### config.mk
export PLATFORM = sky130hd
export DESIGN_NAME = indexed_sequence_list_unit
export DESIGN_NICKNAME = d
export VERILOG_FILES = /design/src/hw/rtl/isl_pkg.sv /design/src/hw/rtl/isl_ram.sv /design/src/hw/rtl/indexed_sequence_list_unit.sv
export SDC_FILE = /design/constraint.sdc
export NUM_CORES = 2
export LEC_CHECK = 0
export ABC_AREA = 0
export BUFFER_PORTS_ARGS = -buffer_cell sky130_fd_sc_hd__buf_2
export CAP_MARGIN = 0
export CORE_AREA = 2 2 519 521
export CTS_CLUSTER_DIAMETER = 50
export DETAILED_ROUTE_END_ITERATION = 12
export DIE_AREA = 0 0 521 523
export PLACE_DENSITY_LB_ADDON = 0.12
export RECOVER_POWER = 25
export REMOVE_ABC_BUFFERS = 1
export SLEW_MARGIN = 20
export SYNTH_ARGS = -nofsm -noshare
export SYNTH_HDL_FRONTEND = slang
export SYNTH_SLANG_ARGS = --single-unit
### constraint.sdc
create_clock -name clk -period 16.2 [get_ports clk]
set_input_delay 4.05 -clock clk [delete_from_list [all_inputs] [get_ports clk]]
set_output_delay 4.05 -clock clk [all_outputs]
set_load 0.05 [all_outputs]
### src/hw/rtl/isl_pkg.sv
// Shared types and codes for the indexed sequence list unit.
// Holds request and status codes, field widths and the sequencer state type.
// No dependencies.
package isl_pkg;

	// Field widths of one request and one result
	localparam int REQ_W     = 3;
	localparam int POS_W     = 7;
	localparam int VAL_W     = 32;
	localparam int STATUS_W  = 2;
	localparam int CNT_OUT_W = 7;

	// Request codes (req_type); other codes are no-ops
	localparam logic [REQ_W-1:0] REQ_INSERT    = 3'd0;
	localparam logic [REQ_W-1:0] REQ_REM_FIRST = 3'd1;
	localparam logic [REQ_W-1:0] REQ_REM_LAST  = 3'd2;
	localparam logic [REQ_W-1:0] REQ_READ      = 3'd3;
	localparam logic [REQ_W-1:0] REQ_WRITE     = 3'd4;

	// Status codes
	localparam logic [STATUS_W-1:0] STS_OK    = 2'd0;
	localparam logic [STATUS_W-1:0] STS_RANGE = 2'd1;
	localparam logic [STATUS_W-1:0] STS_EMPTY = 2'd2;
	localparam logic [STATUS_W-1:0] STS_FULL  = 2'd3;

	// Sequencer states
	typedef enum logic [3:0] {
		S_IDLE,
		S_DECODE,
		S_ALLOC_CAP,
		S_INS_VAL,
		S_WALK,
		S_VAL_CAP,
		S_LINK_CAP,
		S_LINK_FIX,
		S_RF_CAP,
		S_DONE
	} seq_state_t;

endpackage

### src/hw/rtl/isl_ram.sv
// Generic simple dual-port RAM: one write port, one read port, registered read.
// Used for the value store and the link store. No dependencies.
module isl_ram #(
	parameter int WIDTH = 32,
	parameter int DEPTH = 64
) (
	input  logic                                   clk,
	input  logic                                   we,
	input  logic [(DEPTH > 1 ? $clog2(DEPTH) : 1)-1:0] waddr,
	input  logic [WIDTH-1:0]                       wdata,
	input  logic                                   re,
	input  logic [(DEPTH > 1 ? $clog2(DEPTH) : 1)-1:0] raddr,
	output logic [WIDTH-1:0]                       rdata
);

	logic [WIDTH-1:0] mem [DEPTH];

	// Write port
	always_ff @(posedge clk) begin
		if (we) begin
			mem[waddr] <= wdata;
		end
	end

	// Registered read port; data holds when not reading
	always_ff @(posedge clk) begin
		if (re) begin
			rdata <= mem[raddr];
		end
	end

endmodule

### src/hw/rtl/indexed_sequence_list_unit.sv
// Indexed sequence list unit: bounded linked list of signed 32-bit values.
// Depends on isl_pkg and isl_ram (value store and link store).
//
// Channel  Dir  Bus     Contents (lowest bit first)
// s_*      in   tuser   req_type[2:0]
//               tdata   position[6:0], item_value[38:7], zero pad [39]
// m_*      out  tuser   status[1:0]
//               tdata   read_value[31:0], entry_count[38:32], zero pad [39]
//
// One request at a time. Head requests and tail inserts do not walk; read, write,
// remove-last and middle insert walk the links one slot per cycle. The link memory
// read port sets that pace.
// Free slots come from a high-water mark plus a free list threaded through the
// link store, so no clearing pass follows reset. A finished result sits in the
// output register; the sequencer waits in its last state only if that is full.
module indexed_sequence_list_unit import isl_pkg::*; #(
	parameter int DEPTH = 64
) (
	input  logic        clk,
	input  logic        arst_n,
	input  logic        s_tvalid,
	output logic        s_tready,
	input  logic [39:0] s_tdata,   // position[6:0], item_value[38:7], pad[39]
	input  logic [2:0]  s_tuser,   // req_type[2:0]
	output logic        m_tvalid,
	input  logic        m_tready,
	output logic [39:0] m_tdata,   // read_value[31:0], entry_count[38:32], pad[39]
	output logic [1:0]  m_tuser    // status[1:0]
);

	localparam int AW = $clog2(DEPTH);
	localparam int CW = $clog2(DEPTH + 1);
	localparam int PW = (CW > POS_W) ? CW : POS_W;

	seq_state_t state_q, state_d;

	logic [REQ_W-1:0]    req_q;
	logic [PW-1:0]       pos_q;
	logic [VAL_W-1:0]    val_q;
	logic [CW-1:0]       cnt_q;
	logic [CW-1:0]       hw_q;
	logic [AW-1:0]       first_q, last_q, free_head_q;
	logic [AW-1:0]       slot_q, prev_q, cur_q;
	logic [CW-1:0]       rem_q;
	logic                pend_q;
	logic [STATUS_W-1:0] status_q;
	logic [VAL_W-1:0]    rd_q;

	logic                m_tvalid_q;
	logic [STATUS_W-1:0] out_status_q;
	logic [VAL_W-1:0]    out_value_q;
	logic [CNT_OUT_W-1:0] out_cnt_q;

	// Memory ports
	logic             link_we, link_re, val_we, val_re;
	logic [AW-1:0]    link_waddr, link_raddr, val_waddr, val_raddr;
	logic [AW-1:0]    link_wdata, link_rdata;
	logic [VAL_W-1:0] val_wdata, val_rdata;

	// Decode helpers
	logic [PW-1:0] cnt_x;
	logic          is_empty, is_one, is_full, free_avail;
	logic          pos_gt_cnt, pos_ge_cnt, pos_zero, pos_eq_cnt, ins_ok;
	logic          rem_zero, out_free;
	logic [AW-1:0] cur_w;

	assign cnt_x      = PW'(cnt_q);
	assign is_empty   = (cnt_q == '0);
	assign is_one     = (cnt_q == CW'(1));
	assign is_full    = (cnt_q == CW'(DEPTH));
	assign free_avail = (hw_q != cnt_q);
	assign pos_gt_cnt = (pos_q > cnt_x);
	assign pos_ge_cnt = (pos_q >= cnt_x);
	assign pos_zero   = (pos_q == '0);
	assign pos_eq_cnt = (pos_q == cnt_x);
	assign ins_ok     = !pos_gt_cnt && !is_full;
	assign rem_zero   = (rem_q == '0);
	assign out_free   = !m_tvalid_q || m_tready;

	// Walk pointer: after the first step the next slot comes straight from the link RAM
	assign cur_w = pend_q ? link_rdata : cur_q;

	assign s_tready = (state_q == S_IDLE);
	assign m_tvalid = m_tvalid_q;
	assign m_tdata  = {1'b0, out_cnt_q, out_value_q};
	assign m_tuser  = out_status_q;

	// Next state
	always_comb begin
		state_d = state_q;
		unique case (state_q)
			S_IDLE: begin
				if (s_tvalid) state_d = S_DECODE;
			end
			S_DECODE: begin
				priority case (req_q)
					REQ_INSERT: begin
						if (!ins_ok)         state_d = S_DONE;
						else if (free_avail) state_d = S_ALLOC_CAP;
						else                 state_d = S_INS_VAL;
					end
					REQ_REM_FIRST: begin
						if (is_empty || is_one) state_d = S_DONE;
						else                    state_d = S_RF_CAP;
					end
					REQ_REM_LAST: begin
						if (is_empty || is_one) state_d = S_DONE;
						else                    state_d = S_WALK;
					end
					REQ_READ, REQ_WRITE: begin
						if (pos_ge_cnt) state_d = S_DONE;
						else            state_d = S_WALK;
					end
					default: state_d = S_DONE;
				endcase
			end
			S_ALLOC_CAP: state_d = S_INS_VAL;
			S_INS_VAL: begin
				if (is_empty || pos_zero || pos_eq_cnt) state_d = S_DONE;
				else                                    state_d = S_WALK;
			end
			S_WALK: begin
				if (rem_zero) begin
					priority case (req_q)
						REQ_READ:   state_d = S_VAL_CAP;
						REQ_INSERT: state_d = S_LINK_CAP;
						default:    state_d = S_DONE;
					endcase
				end
			end
			S_VAL_CAP:  state_d = S_DONE;
			S_LINK_CAP: state_d = S_LINK_FIX;
			S_LINK_FIX: state_d = S_DONE;
			S_RF_CAP:   state_d = S_DONE;
			S_DONE: begin
				if (out_free) state_d = S_IDLE;
			end
			default: state_d = S_IDLE;
		endcase
	end

	// Memory controls per state
	always_comb begin
		link_we    = 1'b0;
		link_waddr = slot_q;
		link_wdata = first_q;
		link_re    = 1'b0;
		link_raddr = cur_w;
		val_we     = 1'b0;
		val_waddr  = slot_q;
		val_wdata  = val_q;
		val_re     = 1'b0;
		val_raddr  = cur_w;
		unique case (state_q)
			S_DECODE: begin
				if (req_q == REQ_INSERT && ins_ok && free_avail) begin
					// pop the free list: fetch the next free slot
					link_re    = 1'b1;
					link_raddr = free_head_q;
				end else if (req_q == REQ_REM_FIRST && !is_empty) begin
					if (is_one) begin
						link_we    = 1'b1;
						link_waddr = first_q;
						link_wdata = free_head_q;
					end else begin
						link_re    = 1'b1;
						link_raddr = first_q;
					end
				end else if (req_q == REQ_REM_LAST && is_one) begin
					link_we    = 1'b1;
					link_waddr = last_q;
					link_wdata = free_head_q;
				end
			end
			S_INS_VAL: begin
				val_we = 1'b1;
				if (!is_empty && pos_zero) begin
					link_we    = 1'b1;
					link_waddr = slot_q;
					link_wdata = first_q;
				end else if (!is_empty && pos_eq_cnt) begin
					link_we    = 1'b1;
					link_waddr = last_q;
					link_wdata = slot_q;
				end
			end
			S_WALK: begin
				if (!rem_zero) begin
					link_re = 1'b1;
				end else begin
					priority case (req_q)
						REQ_READ:   val_re = 1'b1;
						REQ_WRITE: begin
							val_we    = 1'b1;
							val_waddr = cur_w;
						end
						REQ_INSERT: link_re = 1'b1;
						REQ_REM_LAST: begin
							// old tail goes onto the free list
							link_we    = 1'b1;
							link_waddr = last_q;
							link_wdata = free_head_q;
						end
						default: ;
					endcase
				end
			end
			S_LINK_CAP: begin
				link_we    = 1'b1;
				link_waddr = slot_q;
				link_wdata = link_rdata;
			end
			S_LINK_FIX: begin
				link_we    = 1'b1;
				link_waddr = prev_q;
				link_wdata = slot_q;
			end
			S_RF_CAP: begin
				link_we    = 1'b1;
				link_waddr = first_q;
				link_wdata = free_head_q;
			end
			default: ;
		endcase
	end

	// State register
	always_ff @(posedge clk or negedge arst_n) begin
		if (!arst_n) begin
			state_q <= S_IDLE;
		end else begin
			state_q <= state_d;
		end
	end

	// List control registers
	always_ff @(posedge clk or negedge arst_n) begin
		if (!arst_n) begin
			cnt_q   <= '0;
			hw_q    <= '0;
			first_q <= '0;
			last_q  <= '0;
			pend_q  <= 1'b0;
		end else begin
			unique case (state_q)
				S_DECODE: begin
					pend_q <= 1'b0;
					if (req_q == REQ_INSERT && ins_ok && !free_avail) begin
						hw_q <= hw_q + CW'(1);
					end
					if ((req_q == REQ_REM_FIRST || req_q == REQ_REM_LAST) && is_one) begin
						first_q <= '0;
						last_q  <= '0;
						cnt_q   <= '0;
					end
				end
				S_INS_VAL: begin
					pend_q <= 1'b0;
					if (is_empty) begin
						first_q <= slot_q;
						last_q  <= slot_q;
						cnt_q   <= cnt_q + CW'(1);
					end else if (pos_zero) begin
						first_q <= slot_q;
						cnt_q   <= cnt_q + CW'(1);
					end else if (pos_eq_cnt) begin
						last_q <= slot_q;
						cnt_q  <= cnt_q + CW'(1);
					end
				end
				S_WALK: begin
					if (!rem_zero) begin
						pend_q <= 1'b1;
					end else if (req_q == REQ_REM_LAST) begin
						last_q <= cur_w;
						cnt_q  <= cnt_q - CW'(1);
					end
				end
				S_LINK_FIX: cnt_q <= cnt_q + CW'(1);
				S_RF_CAP: begin
					first_q <= link_rdata;
					cnt_q   <= cnt_q - CW'(1);
				end
				default: ;
			endcase
		end
	end

	// Request payload, walk and free-list registers
	always_ff @(posedge clk) begin
		unique case (state_q)
			S_IDLE: begin
				if (s_tvalid) begin
					req_q    <= s_tuser;
					pos_q    <= PW'(s_tdata[POS_W-1:0]);
					val_q    <= s_tdata[POS_W+VAL_W-1:POS_W];
					status_q <= STS_OK;
					rd_q     <= '0;
				end
			end
			S_DECODE: begin
				cur_q <= first_q;
				priority case (req_q)
					REQ_INSERT: begin
						if (pos_gt_cnt)      status_q <= STS_RANGE;
						else if (is_full)    status_q <= STS_FULL;
						else if (free_avail) slot_q   <= free_head_q;
						else                 slot_q   <= hw_q[AW-1:0];
					end
					REQ_REM_FIRST, REQ_REM_LAST: begin
						if (is_empty)    status_q    <= STS_EMPTY;
						else if (is_one) free_head_q <= first_q;
						rem_q <= cnt_q - CW'(2);
					end
					REQ_READ, REQ_WRITE: begin
						if (pos_ge_cnt) status_q <= STS_RANGE;
						rem_q <= CW'(pos_q);
					end
					default: ;
				endcase
			end
			S_ALLOC_CAP: free_head_q <= link_rdata;
			S_INS_VAL: begin
				cur_q <= first_q;
				rem_q <= CW'(pos_q - PW'(1));
			end
			S_WALK: begin
				if (!rem_zero) begin
					cur_q <= cur_w;
					rem_q <= rem_q - CW'(1);
				end else if (req_q == REQ_INSERT) begin
					prev_q <= cur_w;
				end else if (req_q == REQ_REM_LAST) begin
					free_head_q <= last_q;
				end
			end
			S_VAL_CAP: rd_q <= val_rdata;
			S_RF_CAP:  free_head_q <= first_q;
			default: ;
		endcase
	end

	// Output register
	always_ff @(posedge clk or negedge arst_n) begin
		if (!arst_n) begin
			m_tvalid_q <= 1'b0;
		end else if (state_q == S_DONE && out_free) begin
			m_tvalid_q <= 1'b1;
		end else if (m_tready) begin
			m_tvalid_q <= 1'b0;
		end
	end

	always_ff @(posedge clk) begin
		if (state_q == S_DONE && out_free) begin
			out_status_q <= status_q;
			out_value_q  <= rd_q;
			out_cnt_q    <= CNT_OUT_W'(cnt_q);
		end
	end

	// Value store
	isl_ram #(
		.WIDTH(VAL_W),
		.DEPTH(DEPTH)
	) u_val_ram (
		.clk  (clk),
		.we   (val_we),
		.waddr(val_waddr),
		.wdata(val_wdata),
		.re   (val_re),
		.raddr(val_raddr),
		.rdata(val_rdata)
	);

	// Link store, also threads the free list
	isl_ram #(
		.WIDTH(AW),
		.DEPTH(DEPTH)
	) u_link_ram (
		.clk  (clk),
		.we   (link_we),
		.waddr(link_waddr),
		.wdata(link_wdata),
		.re   (link_re),
		.raddr(link_raddr),
		.rdata(link_rdata)
	);

endmodule

After elaboration in Yosys (flattened, before gate mapping) --
Memory sizes are Yosys's and may differ from the RTL's. A register that Yosys moved wholly into a read port is not among the register bits. Cells that the tools add are included.
Cells by class: magnitude comparators 2, $add $sub $neg 6, bitwise gates (word level) 2, equality and inequality tests 36, reduce and logical (&&, ||, !) cells 51, muxes and demuxes 106
Operator list (count):
- $mux W6 | 40
- $pmux W32 S2 | 1
- $mux W7 | 7
- $pmux W6 S3 | 2
- $pmux W6 S6 | 1
- $pmux W7 S5 | 1
- $mux W32 | 1
- $pmux W4 S8 | 1
- $pmux W6 S5 | 1
- $mux W4 | 7
- $mux W1 | 27
- $pmux W6 S4 | 1
- $logic_not A7 Y1 | 3
- $pmux W7 S3 | 1
- $sub A7 B1 Y7 const B | 3
- $ne A2 B2 Y1 const B | 9
- $eq A4 B3 Y1 const B | 4
- $pmux W4 S4 | 1
- $ne A3 B3 Y1 const B | 5
- $add A7 B1 Y7 const B | 2
- $pmux W7 S2 | 1
- $pmux W6 S2 | 1
- $reduce_and A3 Y1 | 4
- $reduce_and A6 Y1 | 2
- other kinds (39) | 77
Word-level totals: memories kept 2, flip-flop bits (word level) 180, RAM bits 2432, logic and storage cells 225, input port bits 47
Memories:
- u_val_ram.mem | depth 64, width 32, rd ports 1, clocked after memory_dff 1, wr ports 1, RTL line isl_ram.sv:16 | logic [WIDTH-1:0] mem [DEPTH];
- u_link_ram.mem | depth 64, width 6, rd ports 1, clocked after memory_dff 1, wr ports 1, RTL line isl_ram.sv:16

Depth between registers and ports, before layout --
word-level depth 9, gate-level depth with buffers 16, mapped depth without buffers 12

By module --
A second synthesis with hierarchy kept.
Unflattened totals: cell total of the unflattened synthesis 4847, area total of the unflattened synthesis 103360.4 um2
By module, submodules not included:
- isl_ram at u_val_ram | cells each 3324, instances 1, seq. area each 62459.9 um2, area an instance 78835.6 um2
- isl_ram at u_link_ram | cells each 729, instances 1, seq. area each 11711.2 um2, area an instance 15265.9 um2
- indexed_sequence_list_unit | cells each 794, instances 1, seq. area each 5245.0 um2, area an instance 9258.9 um2

Least setup slack after synthesis --
OpenSTA, ideal clock, no wires.
path type input -> register, from input m_tready, to register out_status_q[0] (netlist: m_tuser[0]) (enable), path slack 9.918 ns, stages on the path 2, data required time 15.761 ns, arrival 5.842 ns, cells stage by stage nor2b_1 nor2_1
On the way: word-level cells in the longest chain between the ends 2
RTL lines:
- start, declared | RTL line indexed_sequence_list_unit.sv:26 | input logic m_tready,
- $logic_or A1 B1 Y1 | RTL line indexed_sequence_list_unit.sv:78 | assign out_free = !m_tvalid_q || m_tready;
- $logic_and A1 B1 Y1 | RTL line indexed_sequence_list_unit.sv:355 | if (state_q == S_DONE && out_free) begin
- end signal, assigned | RTL line indexed_sequence_list_unit.sv:356 | out_status_q <= status_q;
- end, declared | RTL line indexed_sequence_list_unit.sv:50 | logic [STATUS_W-1:0] out_status_q;
No other way between the ends. A chain may end at the register's enable or synchronous reset.

Worst setup path in the final report --
from register state_q[0], to output s_tready
On the way: word-level cells in the longest chain between the ends 1
RTL lines:
- start, declared | RTL line indexed_sequence_list_unit.sv:35 | seq_state_t state_q, state_d;
- start signal, assigned | RTL line indexed_sequence_list_unit.sv:232 | state_q <= state_d;
- $logic_not A4 Y1 | RTL line indexed_sequence_list_unit.sv:83 | assign s_tready = (state_q == S_IDLE);
- end, declared | RTL line indexed_sequence_list_unit.sv:22 | output logic s_tready,
No other way between the ends.

==> flow_summary.json <==
{
  "routedWlPerCell_um": 26.2,
  "die-area_um2": 272000,
  "row_count": 190,
  "root_buffer": "clkbuf_16",
  "antenna_left": 0,
  "antenna_found_initial": 17,
  "maxSlewViolCount": 1887,
  "core_um2": 267000,
  "min_from": "rd_q[19]$_SDFFCE_PN0P_",
  "io_pins": 91,
  "drc": 0,
  "grt-ovfl-total": 0,
  "power_uw": 25700,
  "cts_made_buffers": 334,
  "grt_pass1_vias": 64802,
  "vias": 67778,
  "crit_arrival_ps": 2700,
  "yosys_warnings": 0,
  "criticalPathCategory": "reg -> out",
  "worst_slack_ps": 9450,
  "async_reset_ff_share_pct": 1.21,
  "cts_setup_buffers": 0,
  "die_width_um": 521,
  "synth.distinct_cells": 84,
  "reg2reg_from": "pend_q$_DFFE_PN0P_",
  "syn_inst": 8230,
  "cellPowerDensity_nw_per_um2": 211,
  "reg2reg_depth": 12,
  "hold_path_class": "reg -> reg",
  "grtUsageTotal_pct": 22.7,
  "reg2reg_slack_ps": 10080,
  "die_h_um": 523,
  "grt_max_degree": 169,
  "synth_area_per_cell_um2": 12.9,
  "path_clk_slew_ps": 50,
  "area_growth_pct": 14.7,
  "cts_tree": "built",
  "dp_cells": 11491,
  "clock_skew_ps": 51.1,
  "cts.sinks": 2650,
  "cts_resized": 0,
  "relSlewSlack_pct": -143,
  "cts_hold_buffers": 0,
  "htreeDepth": 5,
  "drt-pass1-iter-count": 6,
  "worst_pin_slew_ps": 3640,
  "endpoint_kind": "primary output",
  "setup_violations": 0,
  "drt_wl_total_mm": 317,
  "via_per_inst": 5.61,
  "whs_path_depth": 0,
  "rsz0062_at_grt": "no",
  "clkLatencyLatePin_ps": 930,
  "layout_min_cycle_time_ps": 6750,
  "dp_hpwl_mm": 160,
  "drt_iter0_markers": 6862,
  "stdcell_count": 12090,
  "path_max_fanout": 18,
  "violations": "max-capacitance violations, max-slew violations",
  "synth-seq-cells": 2650,
  "synth-edff-count": 2618,
  "drive_above_1_share_pct": 10.4,
  "cp.required_ps": 12150,
  "tns_ps": 0,
  "synthFlopType": "edfxtp_1",
  "hold_path_end": "out_value_q[19]$_DFFE_PP_",
  "peakVddDrop_mv": 0.205,
  "status": "finished with violations",
  "yosysSeqAreaShare_pct": 74.6,
  "synth_area_um2": 106000,
  "nNetsFinal": 8337,
  "clockBufferDepth": 4,
  "r2r-end": "u_val_ram.rdata[11]$_DFFE_PP_",
  "leakage_uw": 0.0412,
  "cp-start-kind": "register",
  "grt_pass1_wl_mm": 458,
  "portBuffers": 88,
  "pre_cts_ws_ps": 9980,
  "cap_violations": 29,
  "period_share_pct": 41.6,
  "start_util_pct": 39.9,
  "hold_viol": 0,
  "clock.fmax_ghz": 0.148,
  "gp_congestion": 0.847
}
## synthesized netlist by cell type (14+ instances only)
| cell | count | area share (%) |
|---|---|---|
| a21oi_1 | 110 | 0.52 |
| a22oi_1 | 30 | 0.21 |
| a311oi_1 | 352 | 2.9 |
| a31oi_1 | 36 | 0.21 |
| a32oi_1 | 22 | 0.18 |
| and2_1 | 43 | 0.25 |
| and3_1 | 135 | 0.79 |
| buf_1 | 39 | 0.14 |
| buf_2 | 32 | 0.15 |
| clkbuf_1 | 479 | 1.7 |
| dfrtp_1 | 32 | 0.75 |
| edfxtp_1 | 2618 | 74 |
| ha_1 | 15 | 0.18 |
| inv_1 | 24 | 0.085 |
| mux2i_1 | 66 | 0.62 |
| nand2_1 | 2428 | 8.6 |
| nand3_1 | 1184 | 5.6 |
| nand4_1 | 50 | 0.29 |
| nor2_1 | 193 | 0.68 |
| nor3_1 | 56 | 0.26 |
| o21ai_0 | 49 | 0.23 |
| o22ai_1 | 15 | 0.088 |
| o31ai_1 | 14 | 0.099 |
| xor2_1 | 17 | 0.14 |
## layout by cell type (no fill, tap or decap), types with 17 or more instances in the layout
cell,instances
a21oi_1,109
a22oi_1,30
a311oi_1,352
a31oi_1,36
a32oi_1,22
and2_1,40
and3_1,135
buf_2,88
buf_4,144
bufinv_16,26
clkbuf_1,74
clkbuf_16,341
clkinv_1,45
clkinv_2,37
clkinv_4,20
clkinvlp_4,32
dfrtp_1,32
edfxtp_1,2618
inv_1,21
inv_6,22
mux2i_1,60
nand2_1,2426
nand3_1,1182
nand4_1,50
nor2_1,126
nor2_4,67
nor3_1,55
o21ai_0,48
xor2_1,17
## power breakdown
group | internal (uW) | leakage, uW | switching [uW]
clock network | 4320 | 0.00523 | 3000
logic | 2450 | 0.0120 | 7290
registers | 8490 | 0.0240 | 166
## per-layer routing
layer	GRT usage (%)	vias to the layer above	wire length, um
li1	-	30548	-
met1	33.0	34475	142000
met2	36.2	2302	147000
met3	2.91	453	19600
met4	5.80	0	7710
met5	0	-	0
## how the worst max path moves through the flow
stage                                      start                        endpoint  slack (ps)  cells past startpoint
after detailed placement                s_tvalid          rd_q[31]$_SDFFCE_PN0P_        9980                      5
final                     state_q[0]$_DFFE_PN0P_                        s_tready        9450                      3
after CTS                 state_q[0]$_DFFE_PN0P_                        s_tready        9430                      3
after floorplan               pend_q$_DFFE_PN0P_  u_val_ram.mem[46][0]$_DFFE_PP_     -168200                      5
after global routing      state_q[0]$_DFFE_PN0P_                        s_tready        9320                      3
after global placement                  s_tvalid          rd_q[12]$_SDFFCE_PN0P_       10010                      5
## flip-flops by register name (all words and copies together), names as in the netlist, 2 cells and up
signal / flops
out_value_q: 32
first_q: 6
slot_q: 6
cur_q: 6
state_q: 4
rem_q: 7
val_q: 32
u_val_ram.mem: 2048
pos_q: 7
u_val_ram.rdata: 32
out_cnt_q: 7
hw_q: 7
last_q: 6
status_q: 2
prev_q: 6
u_link_ram.rdata: 6
req_q: 3
u_link_ram.mem: 384
m_tuser: 2
cnt_q: 7
rd_q: 32
free_head_q: 6
## layout make-up
class | instances | area [um^2]
Inverter | 26 | 118
Clock buffer | 387 | 8720
Sequential cell | 2650 | 79400
Clock inverter | 206 | 2180
Tap cell | 3552 | 4440
Multi-Input combinational cell | 4992 | 25300
Timing Repair Buffer | 271 | 1830
Antenna cell | 6 | 15.0
Fill cell | 23817 | 145000
## kinds of logic (layout without fill, tap and decap cells)
logic type      count (synthesis)  count (layout)  share of synthesized area, %
simple gates                 4163            4163                          16.9
buf+inv                       588             890                          2.17
xor+xnor                       27              27                         0.222
mux                            75              75                         0.716
other cells                     1               7                       0.00352
fa+ha+maj                      15              15                         0.176
compound gates                711             711                          5.14
flops                        2650            2650                          74.6
## metrics by stage
step | util, % | hold WS (ps) | instance area [um^2]
finish | 45.7 | 419 | 122000
global route | 45.7 | 422 | 122000
CTS | 45.8 | 418 | 122000
detailed placement | 41.7 | 405 | 111000
global placement | 41.7 | 406 | 111000
floorplan | - | 400 | 104000
## critical path, cell delays in order, from the launching register on
cell     delay, ps
dfrtp_1        600
or2_2          480
nor3_1         370
buf_2          350
Note: power is estimated with default switching activity, not from simulation.
